File: src/rtl/core/pld_pkg.sv
// Shared types and constants for the 3D polyline decoder.
// No dependencies; imported by every module of the decoder.
package pld_pkg;

  // Character decoding constants
  localparam logic [7:0] CHAR_BIAS  = 8'd63;
  localparam logic [5:0] SHIFT_STEP = 6'd5;
  localparam int         SUM_W      = 32;

  // Which running sum a finished value goes to
  typedef enum logic [1:0] {
    SLOT_LAT = 2'd0,
    SLOT_LNG = 2'd1,
    SLOT_ELE = 2'd2
  } slot_t;

  // Operation handed from the front end to the back end
  typedef struct packed {
    logic [SUM_W-1:0] delta;      // zigzag-decoded value
    logic             has_value;  // delta is to be added
    slot_t            slot;       // target sum
    logic             point;      // this value completes a point
    logic             eol;        // last character of the string
  } op_t;

endpackage

File: src/rtl/core/polyline_3d_decoder.sv
// Top level of the streaming 3D polyline decoder.
// Uses pld_pkg; instantiates pld_front, pld_queue and pld_back.
//
//  channel | direction | handshake           | payload
//  --------+-----------+---------------------+--------------------------------------
//  in      | sink      | in_valid / in_stall | code_char, end_of_line
//  out     | source    | out_valid/out_stall | latitude, longitude, elevation,
//          |           |                     | last_point, truncated
//  cfg     | sink      | cfg_wr_en           | cfg_wr_data (three_d)
//
// One character per cycle is accepted while in_stall is low. The character that completes
// a point goes into a queue entry, then into the output register, which raises out_valid.
// in_stall is raised only while the QDEPTH-entry queue is full: the output register is
// held by out_stall, the result op at the queue head waits, and ops behind it fill the rest.
// Synchronous reset clears all sums, the chunk state and the queue; three_d goes to 1.
// No clearing pass after reset: the block takes characters the next cycle.
module polyline_3d_decoder
  import pld_pkg::*;
#(
  parameter int QDEPTH = 2
) (
  input  logic                    clk,
  input  logic                    rst,
  input  logic                    cfg_wr_en,
  input  logic                    cfg_wr_data,
  input  logic                    in_valid,
  output logic                    in_stall,
  input  logic [7:0]              code_char,
  input  logic                    end_of_line,
  output logic                    out_valid,
  input  logic                    out_stall,
  output logic signed [SUM_W-1:0] latitude,
  output logic signed [SUM_W-1:0] longitude,
  output logic signed [SUM_W-1:0] elevation,
  output logic                    last_point,
  output logic                    truncated
);

  logic three_d;
  logic accept;
  logic push, pop, q_full, q_nonempty;
  op_t  push_op, head_op;

  // Mode register
  always_ff @(posedge clk) begin
    if (rst) begin
      three_d <= 1'b1;
    end else if (cfg_wr_en) begin
      three_d <= cfg_wr_data;
    end
  end

  assign in_stall = q_full;
  assign accept   = in_valid && !in_stall;

  pld_front u_front (
    .clk         (clk),
    .rst         (rst),
    .three_d     (three_d),
    .accept      (accept),
    .code_char   (code_char),
    .end_of_line (end_of_line),
    .push        (push),
    .push_op     (push_op)
  );

  pld_queue #(
    .QDEPTH (QDEPTH)
  ) u_queue (
    .clk      (clk),
    .rst      (rst),
    .push     (push),
    .push_op  (push_op),
    .pop      (pop),
    .full     (q_full),
    .nonempty (q_nonempty),
    .head     (head_op)
  );

  pld_back u_back (
    .clk        (clk),
    .rst        (rst),
    .three_d    (three_d),
    .op_valid   (q_nonempty),
    .op         (head_op),
    .pop        (pop),
    .out_stall  (out_stall),
    .out_valid  (out_valid),
    .latitude   (latitude),
    .longitude  (longitude),
    .elevation  (elevation),
    .last_point (last_point),
    .truncated  (truncated)
  );

endmodule

File: src/rtl/core/pld_front.sv
// Front end: takes characters, gathers 5-bit chunks and zigzag-decodes values.
// Uses pld_pkg; feeds finished values and end-of-line marks to pld_queue.
module pld_front
  import pld_pkg::*;
(
  input  logic       clk,
  input  logic       rst,
  input  logic       three_d,
  input  logic       accept,
  input  logic [7:0] code_char,
  input  logic       end_of_line,
  output logic       push,
  output op_t        push_op
);

  logic [SUM_W-1:0] chunk_value, chunk_value_next;
  logic [5:0]       chunk_shift, chunk_shift_next;
  slot_t            value_slot, value_slot_next;

  logic [7:0]       adj;
  logic             more;
  logic [SUM_W-1:0] gathered;
  logic [5:0]       shift_acc;
  logic [SUM_W-1:0] zz;
  logic             point;

  // Chunk gathering and zigzag decode
  always_comb begin
    adj       = code_char - CHAR_BIAS;
    more      = adj[5];
    gathered  = chunk_value;
    shift_acc = chunk_shift;
    if (!chunk_shift[5]) begin
      gathered  = chunk_value | ({{(SUM_W-5){1'b0}}, adj[4:0]} << chunk_shift[4:0]);
      shift_acc = chunk_shift + SHIFT_STEP;
    end
    zz = {gathered[SUM_W-1], gathered[SUM_W-1:1]};
    if (gathered[0]) begin
      zz = ~zz;
    end
  end

  // Slot sequencing and next state
  always_comb begin
    point            = 1'b0;
    chunk_value_next = gathered;
    chunk_shift_next = shift_acc;
    value_slot_next  = value_slot;
    push_op.delta     = zz;
    push_op.has_value = !more;
    push_op.slot      = SLOT_LAT;
    push_op.eol       = end_of_line;
    if (!more) begin
      chunk_value_next = '0;
      chunk_shift_next = '0;
      unique case (value_slot)
        SLOT_LNG: begin
          push_op.slot = SLOT_LNG;
          if (three_d) begin
            value_slot_next = SLOT_ELE;
          end else begin
            value_slot_next = SLOT_LAT;
            point           = 1'b1;
          end
        end
        SLOT_ELE: begin
          push_op.slot    = SLOT_ELE;
          value_slot_next = SLOT_LAT;
          point           = 1'b1;
        end
        default: begin
          push_op.slot    = SLOT_LAT;
          value_slot_next = SLOT_LNG;
        end
      endcase
    end
    if (end_of_line) begin
      chunk_value_next = '0;
      chunk_shift_next = '0;
      value_slot_next  = SLOT_LAT;
    end
    push_op.point = point;
    push          = accept && (!more || end_of_line);
  end

  // State registers
  always_ff @(posedge clk) begin
    if (rst) begin
      chunk_value <= '0;
      chunk_shift <= '0;
      value_slot  <= SLOT_LAT;
    end else if (accept) begin
      chunk_value <= chunk_value_next;
      chunk_shift <= chunk_shift_next;
      value_slot  <= value_slot_next;
    end
  end

  // Shift saturates just past the word: 0, 5, ... 30, 35
  a_shift_bounded: assert property (@(posedge clk) disable iff (rst)
    chunk_shift <= 6'd35)
    else $error("chunk shift ran past its stop value");

endmodule

File: src/rtl/core/pld_queue.sv
// Short operation queue between the decoder front end and back end.
// Uses pld_pkg for the op_t entry type.
module pld_queue
  import pld_pkg::*;
#(
  parameter int QDEPTH = 2
) (
  input  logic clk,
  input  logic rst,
  input  logic push,
  input  op_t  push_op,
  input  logic pop,
  output logic full,
  output logic nonempty,
  output op_t  head
);

  localparam int PTR_W = (QDEPTH > 1) ? $clog2(QDEPTH) : 1;
  localparam int CNT_W = $clog2(QDEPTH + 1);
  localparam logic [PTR_W-1:0] PTR_LAST = PTR_W'(QDEPTH - 1);
  localparam logic [CNT_W-1:0] CNT_FULL = CNT_W'(QDEPTH);

  op_t              mem [QDEPTH];
  logic [PTR_W-1:0] wr_ptr, rd_ptr;
  logic [CNT_W-1:0] count;

  assign full     = (count == CNT_FULL);
  assign nonempty = (count != '0);
  assign head     = mem[rd_ptr];

  // Storage write
  always_ff @(posedge clk) begin
    if (push) begin
      mem[wr_ptr] <= push_op;
    end
  end

  // Pointers and fill count
  always_ff @(posedge clk) begin
    if (rst) begin
      wr_ptr <= '0;
      rd_ptr <= '0;
      count  <= '0;
    end else begin
      if (push) begin
        wr_ptr <= (wr_ptr == PTR_LAST) ? '0 : wr_ptr + 1'b1;
      end
      if (pop) begin
        rd_ptr <= (rd_ptr == PTR_LAST) ? '0 : rd_ptr + 1'b1;
      end
      if (push && !pop) begin
        count <= count + 1'b1;
      end else if (pop && !push) begin
        count <= count - 1'b1;
      end
    end
  end

  a_no_overflow: assert property (@(posedge clk) disable iff (rst)
    push |-> (!full || pop))
    else $error("queue written while full");

  a_no_underflow: assert property (@(posedge clk) disable iff (rst)
    pop |-> nonempty)
    else $error("queue read while empty");

endmodule

File: src/rtl/core/pld_back.sv
// Back end: applies decoded values to the running sums and emits points.
// Uses pld_pkg; takes operations from pld_queue, drives the output register.
module pld_back
  import pld_pkg::*;
(
  input  logic                    clk,
  input  logic                    rst,
  input  logic                    three_d,
  input  logic                    op_valid,
  input  op_t                     op,
  output logic                    pop,
  input  logic                    out_stall,
  output logic                    out_valid,
  output logic signed [SUM_W-1:0] latitude,
  output logic signed [SUM_W-1:0] longitude,
  output logic signed [SUM_W-1:0] elevation,
  output logic                    last_point,
  output logic                    truncated
);

  logic [SUM_W-1:0] lat_sum, lng_sum, ele_sum;
  logic [SUM_W-1:0] lat_new, lng_new, ele_new;
  logic             needs_out;
  logic             out_free;
  logic             load;

  // Sum update for the head operation
  always_comb begin
    lat_new = lat_sum;
    lng_new = lng_sum;
    ele_new = ele_sum;
    if (op.has_value) begin
      case (op.slot)
        SLOT_LNG: lng_new = lng_sum + op.delta;
        SLOT_ELE: ele_new = ele_sum + op.delta;
        default:  lat_new = lat_sum + op.delta;
      endcase
    end
  end

  // Ops without a result never wait on the output side
  assign needs_out = op.point || op.eol;
  assign out_free  = !out_valid || !out_stall;
  assign pop       = op_valid && (!needs_out || out_free);
  assign load      = pop && needs_out;

  // Running sums
  always_ff @(posedge clk) begin
    if (rst) begin
      lat_sum <= '0;
      lng_sum <= '0;
      ele_sum <= '0;
    end else if (pop) begin
      if (op.eol) begin
        lat_sum <= '0;
        lng_sum <= '0;
        ele_sum <= '0;
      end else begin
        lat_sum <= lat_new;
        lng_sum <= lng_new;
        ele_sum <= ele_new;
      end
    end
  end

  // Output register
  always_ff @(posedge clk) begin
    if (rst) begin
      out_valid <= 1'b0;
    end else if (load) begin
      out_valid <= 1'b1;
    end else if (!out_stall) begin
      out_valid <= 1'b0;
    end
  end

  always_ff @(posedge clk) begin
    if (load) begin
      last_point <= op.eol;
      if (op.point) begin
        latitude  <= $signed(lat_new);
        longitude <= $signed(lng_new);
        elevation <= three_d ? $signed(ele_new) : '0;
        truncated <= 1'b0;
      end else begin
        latitude  <= '0;
        longitude <= '0;
        elevation <= '0;
        truncated <= 1'b1;
      end
    end
  end

  a_eol_clears: assert property (@(posedge clk) disable iff (rst)
    (pop && op.eol) |=> (lat_sum == '0 && lng_sum == '0 && ele_sum == '0))
    else $error("sums not cleared after end of line");

  a_trunc_zero: assert property (@(posedge clk) disable iff (rst)
    (out_valid && truncated) |-> (last_point && latitude == '0 && longitude == '0))
    else $error("truncated result carries coordinates");

endmodule

File: config.mk
export PLATFORM = sky130hd
export DESIGN_NAME = polyline_3d_decoder
export DESIGN_NICKNAME = d
export VERILOG_FILES = /design/src/rtl/core/pld_pkg.sv /design/src/rtl/core/polyline_3d_decoder.sv /design/src/rtl/core/pld_front.sv /design/src/rtl/core/pld_queue.sv /design/src/rtl/core/pld_back.sv
export SDC_FILE = /design/constraint.sdc
export NUM_CORES = 1
export LEC_CHECK = 0
export BUFFER_PORTS_ARGS = -buffer_cell sky130_fd_sc_hd__buf_4
export CORE_UTILIZATION = 45
export CTS_CLUSTER_DIAMETER = 150
export CTS_CLUSTER_SIZE = 8
export DETAILED_ROUTE_END_ITERATION = 7
export GPL_ROUTABILITY_DRIVEN = 0
export PLACE_DENSITY = 0.59
export SYNTH_ARGS = -nofsm -noshare
export SYNTH_HDL_FRONTEND = slang
export SYNTH_SLANG_ARGS = --single-unit
File: constraint.sdc
create_clock -name clk -period 4.8 [get_ports clk]
set_input_delay 0.48 -clock clk [delete_from_list [all_inputs] [get_ports clk]]
set_output_delay 0.48 -clock clk [all_outputs]
set_load 0.01 [all_outputs]
==> flow_summary.ini, run 1 <==
[grt]
grt_util_all_layers_pct = 25.3
antenna_found_initial = 0
grt_pass1_vias = 14300
grt_pass1_wl_um = 79400
grt_overflow = 0
grt_max_degree = 59

[floorplan]
dieArea_um2 = 40400
dieHeight_um = 201
io_pins = 115
core-area_um2 = 38800
placementRows = 72
start_util_pct = 45.9
die_w_um = 201

[synth]
synth_cell_types = 83
synthesis.area_um2 = 17800
yosys-mux-area-fraction_pct = 3.30
yosys.area_share.simple_pct = 15.3
syn-num-nets = 2033
synth-edff-count = 170
synth_top_family_by_area = compound AO/OA/AOI/OAI gates
ys_seq_area_share_pct = 44.7
ys.flop_type = edfxtp_1
synth_xor_area_share_pct = 5.55
async_flop_share_pct = 0
synthAdderAreaFrac_pct = 7.42
synth_seq_cells = 313
synthCells = 1914
yosysWarnings = 0
avgSynthCellArea_um2 = 9.32
synth_compound_area_share_pct = 20.9

[critical_path]
crit_cells = 12
cp-end-kind = register
slowest_delay_ps = 520
slowest_stage = mux2_2
cp_cell_sequence = buf_4, mux2_2, fa_1, a21o_1, a21oi_1, o21bai_1, a2111oi_2, o21a_1, nor2_1, a21oi_1, nor3_1, a211o_1
cp_top_family = compound AO/OA/AOI/OAI gates
path_class = register to register
cpMostUsedCell = a21oi_1
crit_buf_inv = 1
arrival_ps = 4340
crit_path_start_kind = register
required_ps = 5120
ff2ff_path_depth = 12
worst-path-max-fanout = 24

[flow_run]
drv_cap = 0

[sta]
hold_violations = 0
finalCritPeriodShare_pct = 83.9
slew_violations = 0
rsz0062_at_grt = false
setup_slack_ps = 773
final.setup_skew_ps = 40.1
slew_headroom_pct = 10.2
max_freq_mhz = 248
setup_viol = 0
tns_ps = 0
worstMarginPinSlew_ps = 1340
fin_crit_ps = 4030

[detailed_routing]
firstDrtPassIters = 5
drtIter0Drc = 937
viasPerCell = 5.80
drc_errors = 0
wl_um = 51300
antenna_left = 0
num_vias = 14900
wl_per_cell_um = 20.0

[pwr]
p_total_mw = 11.0
power_density_nw_per_um2 = 534
p_leak_nw = 7.98
vdd_drop_max_uv = 434

[min_path]
hold_depth = 1
hold_start = end_of_line
hold_path.class = input port to register

[cells_and_area]
area_delta_synth_final_pct = 15.2
final_layout_size_suffix_gt1_share_pct = 12.2
diodes = 0
fill_cells = 3509
fin_nets = 2128
final_common_cell = nor2_1
final_cell_mix = 233 x nor2_1, 224 x nand2_1, 220 x a21oi_1, 170 x edfxtp_1, 143 x dfxtp_1

[clock_network]
cts_tree = done
cts_buffers = 45
clk_latency_ps = 600
htreeDepth = 2
clock-root-buffer = clkbuf_16
cts_setup_buffers = 0
cts_buffer_depth = 3
clk_pin_slew_ps = 50
cts_sinks = 313
cts_resized = 0
ctsHoldBuffers = 0

[place]
hpwl_um = 35400
place_ws_ps = 818
io_buffers = 112

[run_status]
status = complete, no violations
==> kinds of logic (layout without fill, tap and decap cells) <==
kind of cell | count (synthesis) | count (layout)
buffers and inverters | 134 | 265
and+or+nand+nor | 625 | 625
DFF | 313 | 313
adders and majority gates | 104 | 104
muxes | 53 | 53
AOI/OAI and AO/OA | 572 | 572
xor gates and xnor gates | 113 | 113
==> flip-flops by register name (all words and copies together), names as in the netlist, named ones only <==
name / count
three_d: 1
u_back.ele_sum: 32
u_back.elevation: 32
u_back.last_point: 1
u_back.lat_sum: 32
u_back.latitude: 32
u_back.lng_sum: 32
u_back.longitude: 32
u_back.out_valid: 1
u_back.truncated: 1
u_front.chunk_shift: 6
u_front.chunk_value: 32
u_front.value_slot: 2
u_queue.count: 2
u_queue.mem: 72
u_queue.rd_ptr: 1
u_queue.wr_ptr: 1
==> worst register-to-register path: stages, from the launching register on <==
cell and delay [ps]:
dfxtp_1 330, buf_4 340, mux2_2 520, fa_1 450, a21o_1 170, a21oi_1 220
o21bai_1 160, a2111oi_2 510, o21a_1 290, nor2_1 80, a21oi_1 330, nor3_1 100
a211o_1 270
==> power breakdown <==
| part | total [mW] | switching [mW] | internal, mW | leakage [nW] |
|---|---|---|---|---|
| registers | 3.72 | 0.210 | 3.51 | 2.77 |
| clock network | 2.99 | 1.21 | 1.78 | 0.631 |
| logic | 4.27 | 2.79 | 1.49 | 4.58 |
==> cells in the mapped netlist (14+ instances only) <==
cell,instances,area [um2]
nand2_1,224,841
nand3_1,32,160
inv_1,43,161
a21o_1,44,330
o21a_1,15,113
and3_1,15,93.8
nand4_1,14,87.6
edfxtp_1,170,5100
a22o_1,21,184
ha_1,101,1260
nor2_1,234,878
o21ai_1,16,80.1
a211oi_1,21,158
a21oi_1,221,1110
clkbuf_1,75,282
and2_1,18,113
xnor2_1,54,473
dfxtp_1,143,2860
xor2_1,59,517
a31oi_1,17,106
mux2_2,36,405
nor3_1,36,180
a22oi_1,46,345
o21bai_1,22,165
o21ai_0,73,365
mux2i_1,15,150
==> metrics by stage <==
| stage | hold WS [ps] | utilization, % | cells | instance area [um2] |
|---|---|---|---|---|
| 2_1_floorplan | 437 | - | 1914 | 17800 |
| 3_3_place_gp | 448 | 49.5 | 2480 | 19200 |
| 3_5_place_dp | 454 | 49.5 | 2480 | 19200 |
| 4_1_cts | 101 | 52.9 | 2563 | 20500 |
| 5_1_grt | 115 | 52.9 | 2563 | 20500 |
| 6_report | 134 | 52.9 | 2563 | 20500 |
==> path summary, 6_finish.rpt <==
kind	slack, ps	endpoint
setup / recovery	770	u_back.elevation[28]
hold / removal	130	u_queue.mem[1][0]
setup reg to reg	770	u_back.elevation[28]
hold reg to reg	460	u_front.chunk_value[31]
==> layer usage <==
layer | part of all wire, % | track usage, % | vias to the layer above | wire length, um
li1 | - | - | 7179 | -
met1 | 45 | 33.8 | 7081 | 22900
met2 | 45 | 40.6 | 496 | 23300
met3 | 6.3 | 4.22 | 103 | 3210
met4 | 3.6 | 10.1 | 0 | 1870
met5 | 0 | 0 | - | 0
==> cell type report <==
class	instances	area [um2]	share of cell area, %
clock buffer	79	1250	6.10
clock inverter	4	88.8	0.432
inverter	45	171	0.834
multi-input combinational	1467	9380	45.6
sequential	313	7970	38.8
tap	518	648	3.15
timing repair buffer	137	1040	5.07
No activity file was read; power rests on OpenSTA's default activity.
==> run 2, diff against run 1 <==
- PLACE_DENSITY: 0.59 -> 0.62
- clock period: 4.8 -> 3.6 ns (I/O delays scaled with it)
==> run 2 against run 1 <==
Register-to-register slack got worse by 720 ps. Power increased by 38%. Clock skew decreased by 13 ps. Clock power increased by 33%. Sequential power increased by 33%. Routed wire length increased by 3.3%. Sequential cell count unchanged. Cell area increased by 4.8%. Via count increased by 4.2%. Core utilization increased by 2.5 points. Worst setup slack got worse by 720 ps. Cell count increased by 4.1%. Largest power group unchanged.
==> flow_summary.ini, run 2 (synthesized netlist as in run 1, its figures left out) <==
[run_status]
status = complete, no violations

[critical_path]
path_class = register to register
cp-end-kind = register
ff2ff_path_depth = 14
r2r_slack_ps = 50
arrival_ps = 3960
crit_path_start_kind = register
reg2reg_to = u_back.elevation[26]
worst-path-max-fanout = 4
required_ps = 4010

[floorplan]
dieArea_um2 = 40400
placementRows = 72
start_util_pct = 45.9
dieHeight_um = 201
core-area_um2 = 38800
die_w_um = 201
io_pins = 115

[detailed_routing]
wl_per_cell_um = 19.8
drc_errors = 0
viasPerCell = 5.80
antenna_left = 0
firstDrtPassIters = 6
drtIter0Drc = 1325
num_vias = 15500
wl_um = 52900

[pwr]
vdd_drop_max_uv = 466
p_total_mw = 15.1
p_leak_nw = 8.55
power_density_nw_per_um2 = 703

[grt]
grt_pass1_wl_um = 80900
antenna_found_initial = 0
grt_util_all_layers_pct = 25.7
grt_overflow = 0
grt_max_degree = 71
grt_pass1_vias = 14600

[clock_network]
cts_buffer_depth = 3
clk_pin_slew_ps = 60
cts_tree = done
clock-root-buffer = clkbuf_16
cts_buffers = 45
htreeDepth = 2
cts_sinks = 313
clk_latency_ps = 600

[sta]
final.setup_skew_ps = 26.8
slew_headroom_pct = 25.6
finalCritPeriodShare_pct = 98.5
hold_violations = 0
max_freq_mhz = 282
worstMarginPinSlew_ps = 1110
rsz0062_at_grt = true
fin_crit_ps = 3550
setup_viol = 0
slew_violations = 0

[flow_run]
drv_cap = 0

[min_path]
hold_path.class = input port to register
hold_start = cfg_wr_data
min_to = three_d
hold_depth = 3

[cells_and_area]
final-seq-area_um2 = 7970
post-route-util_pct = 55.4
final_layout_size_suffix_gt1_share_pct = 17.7
top_register = u_queue.mem
multi_input_area_um2 = 9540
area_delta_synth_final_pct = 20.7
final_common_cell = buf_4
final_cell_mix = 235 x buf_4, 234 x nor2_1, 224 x nand2_1, 210 x a21oi_1, 170 x edfxtp_1
diodes = 0
fin_nets = 2233
largest_reg_flops = 72
fill_cells = 3468

[place]
io_buffers = 112
hpwl_um = 37300
run 2: critical path, stage by stage, from the launching register on:
cell       delay, ps
dfxtp_2          360
mux2_4           360
ha_2             210
fa_1             420
a21o_1           200
a21oi_2          170
o21bai_1         110
a2111oi_2        360
buf_4            210
buf_4            100
o21ai_0          140
a211oi_1         330
xnor2_1          180
nand2_1           90
a21oi_1          140
run 2: cell type report:
class                   instances  area share [%]
well taps                     518            3.01
inverters                      45           0.802
multi-input cells            1467            44.3
clock buffers                  78            5.81
flip-flops and latches        313            37.0
repair buffers                242            8.71
clock inverters                 4           0.349
run 2: worst max-delay path by stage:
stage,slack [ps],from,end,cells past startpoint
2_1_floorplan,2,register,u_back.elevation[31],13
3_5_place_dp,-40,register,u_back.elevation[28],13
3_3_place_gp,-10,register,u_back.elevation[30],13
4_1_cts,2,register,u_back.lng_sum[29],14
6_report,50,register,u_back.elevation[26],14
5_1_grt,-30,register,u_back.elevation[26],14
run 2: per-layer routing:
| layer | vias up | share of wire, % | wire length, um | track usage [%] |
|---|---|---|---|---|
| met5 | - | 0 | 0 | 0 |
| met4 | 0 | 4.5 | 2360 | 12.8 |
| met3 | 120 | 6.7 | 3540 | 3.98 |
| met2 | 588 | 45 | 23700 | 40.0 |
| met1 | 7391 | 44 | 23300 | 34.8 |
| li1 | 7378 | - | - | - |
run 2: report_power, final:
group	internal [mW]	leakage, nW	total (mW)	switching, mW
combinational	2.33	5.15	6.20	3.87
clock	2.36	0.626	3.97	1.61
sequential	4.68	2.77	4.96	0.284
total	9.37	8.55	15.1	5.77
run 2: stage by stage:
step / worst slack [ps] / setup TNS [ps] / instance area, um2 / hold slack (ps) / std cells
after detailed placement: -39.9 / -94.9 / 20000 / 455 / 2579
after global placement: -10.6 / -17.0 / 20000 / 447 / 2579
final: 52.4 / 0 / 21500 / 87.0 / 2667
after CTS: 2.13 / 0 / 21400 / 58.3 / 2663
after floorplan: 2.38 / 0 / 17800 / 437 / 1914
after global routing: -29.0 / -57.8 / 21500 / 91.7 / 2667
run 2: timing repair:
item	4_1_cts	5_1_grt
endpoints found under the hold margin	2	0
hold buffers	2	0
pin swaps	2	13
setup buffers	0	4
gates resized for setup	10	36
endpoints found under the setup margin	12	45
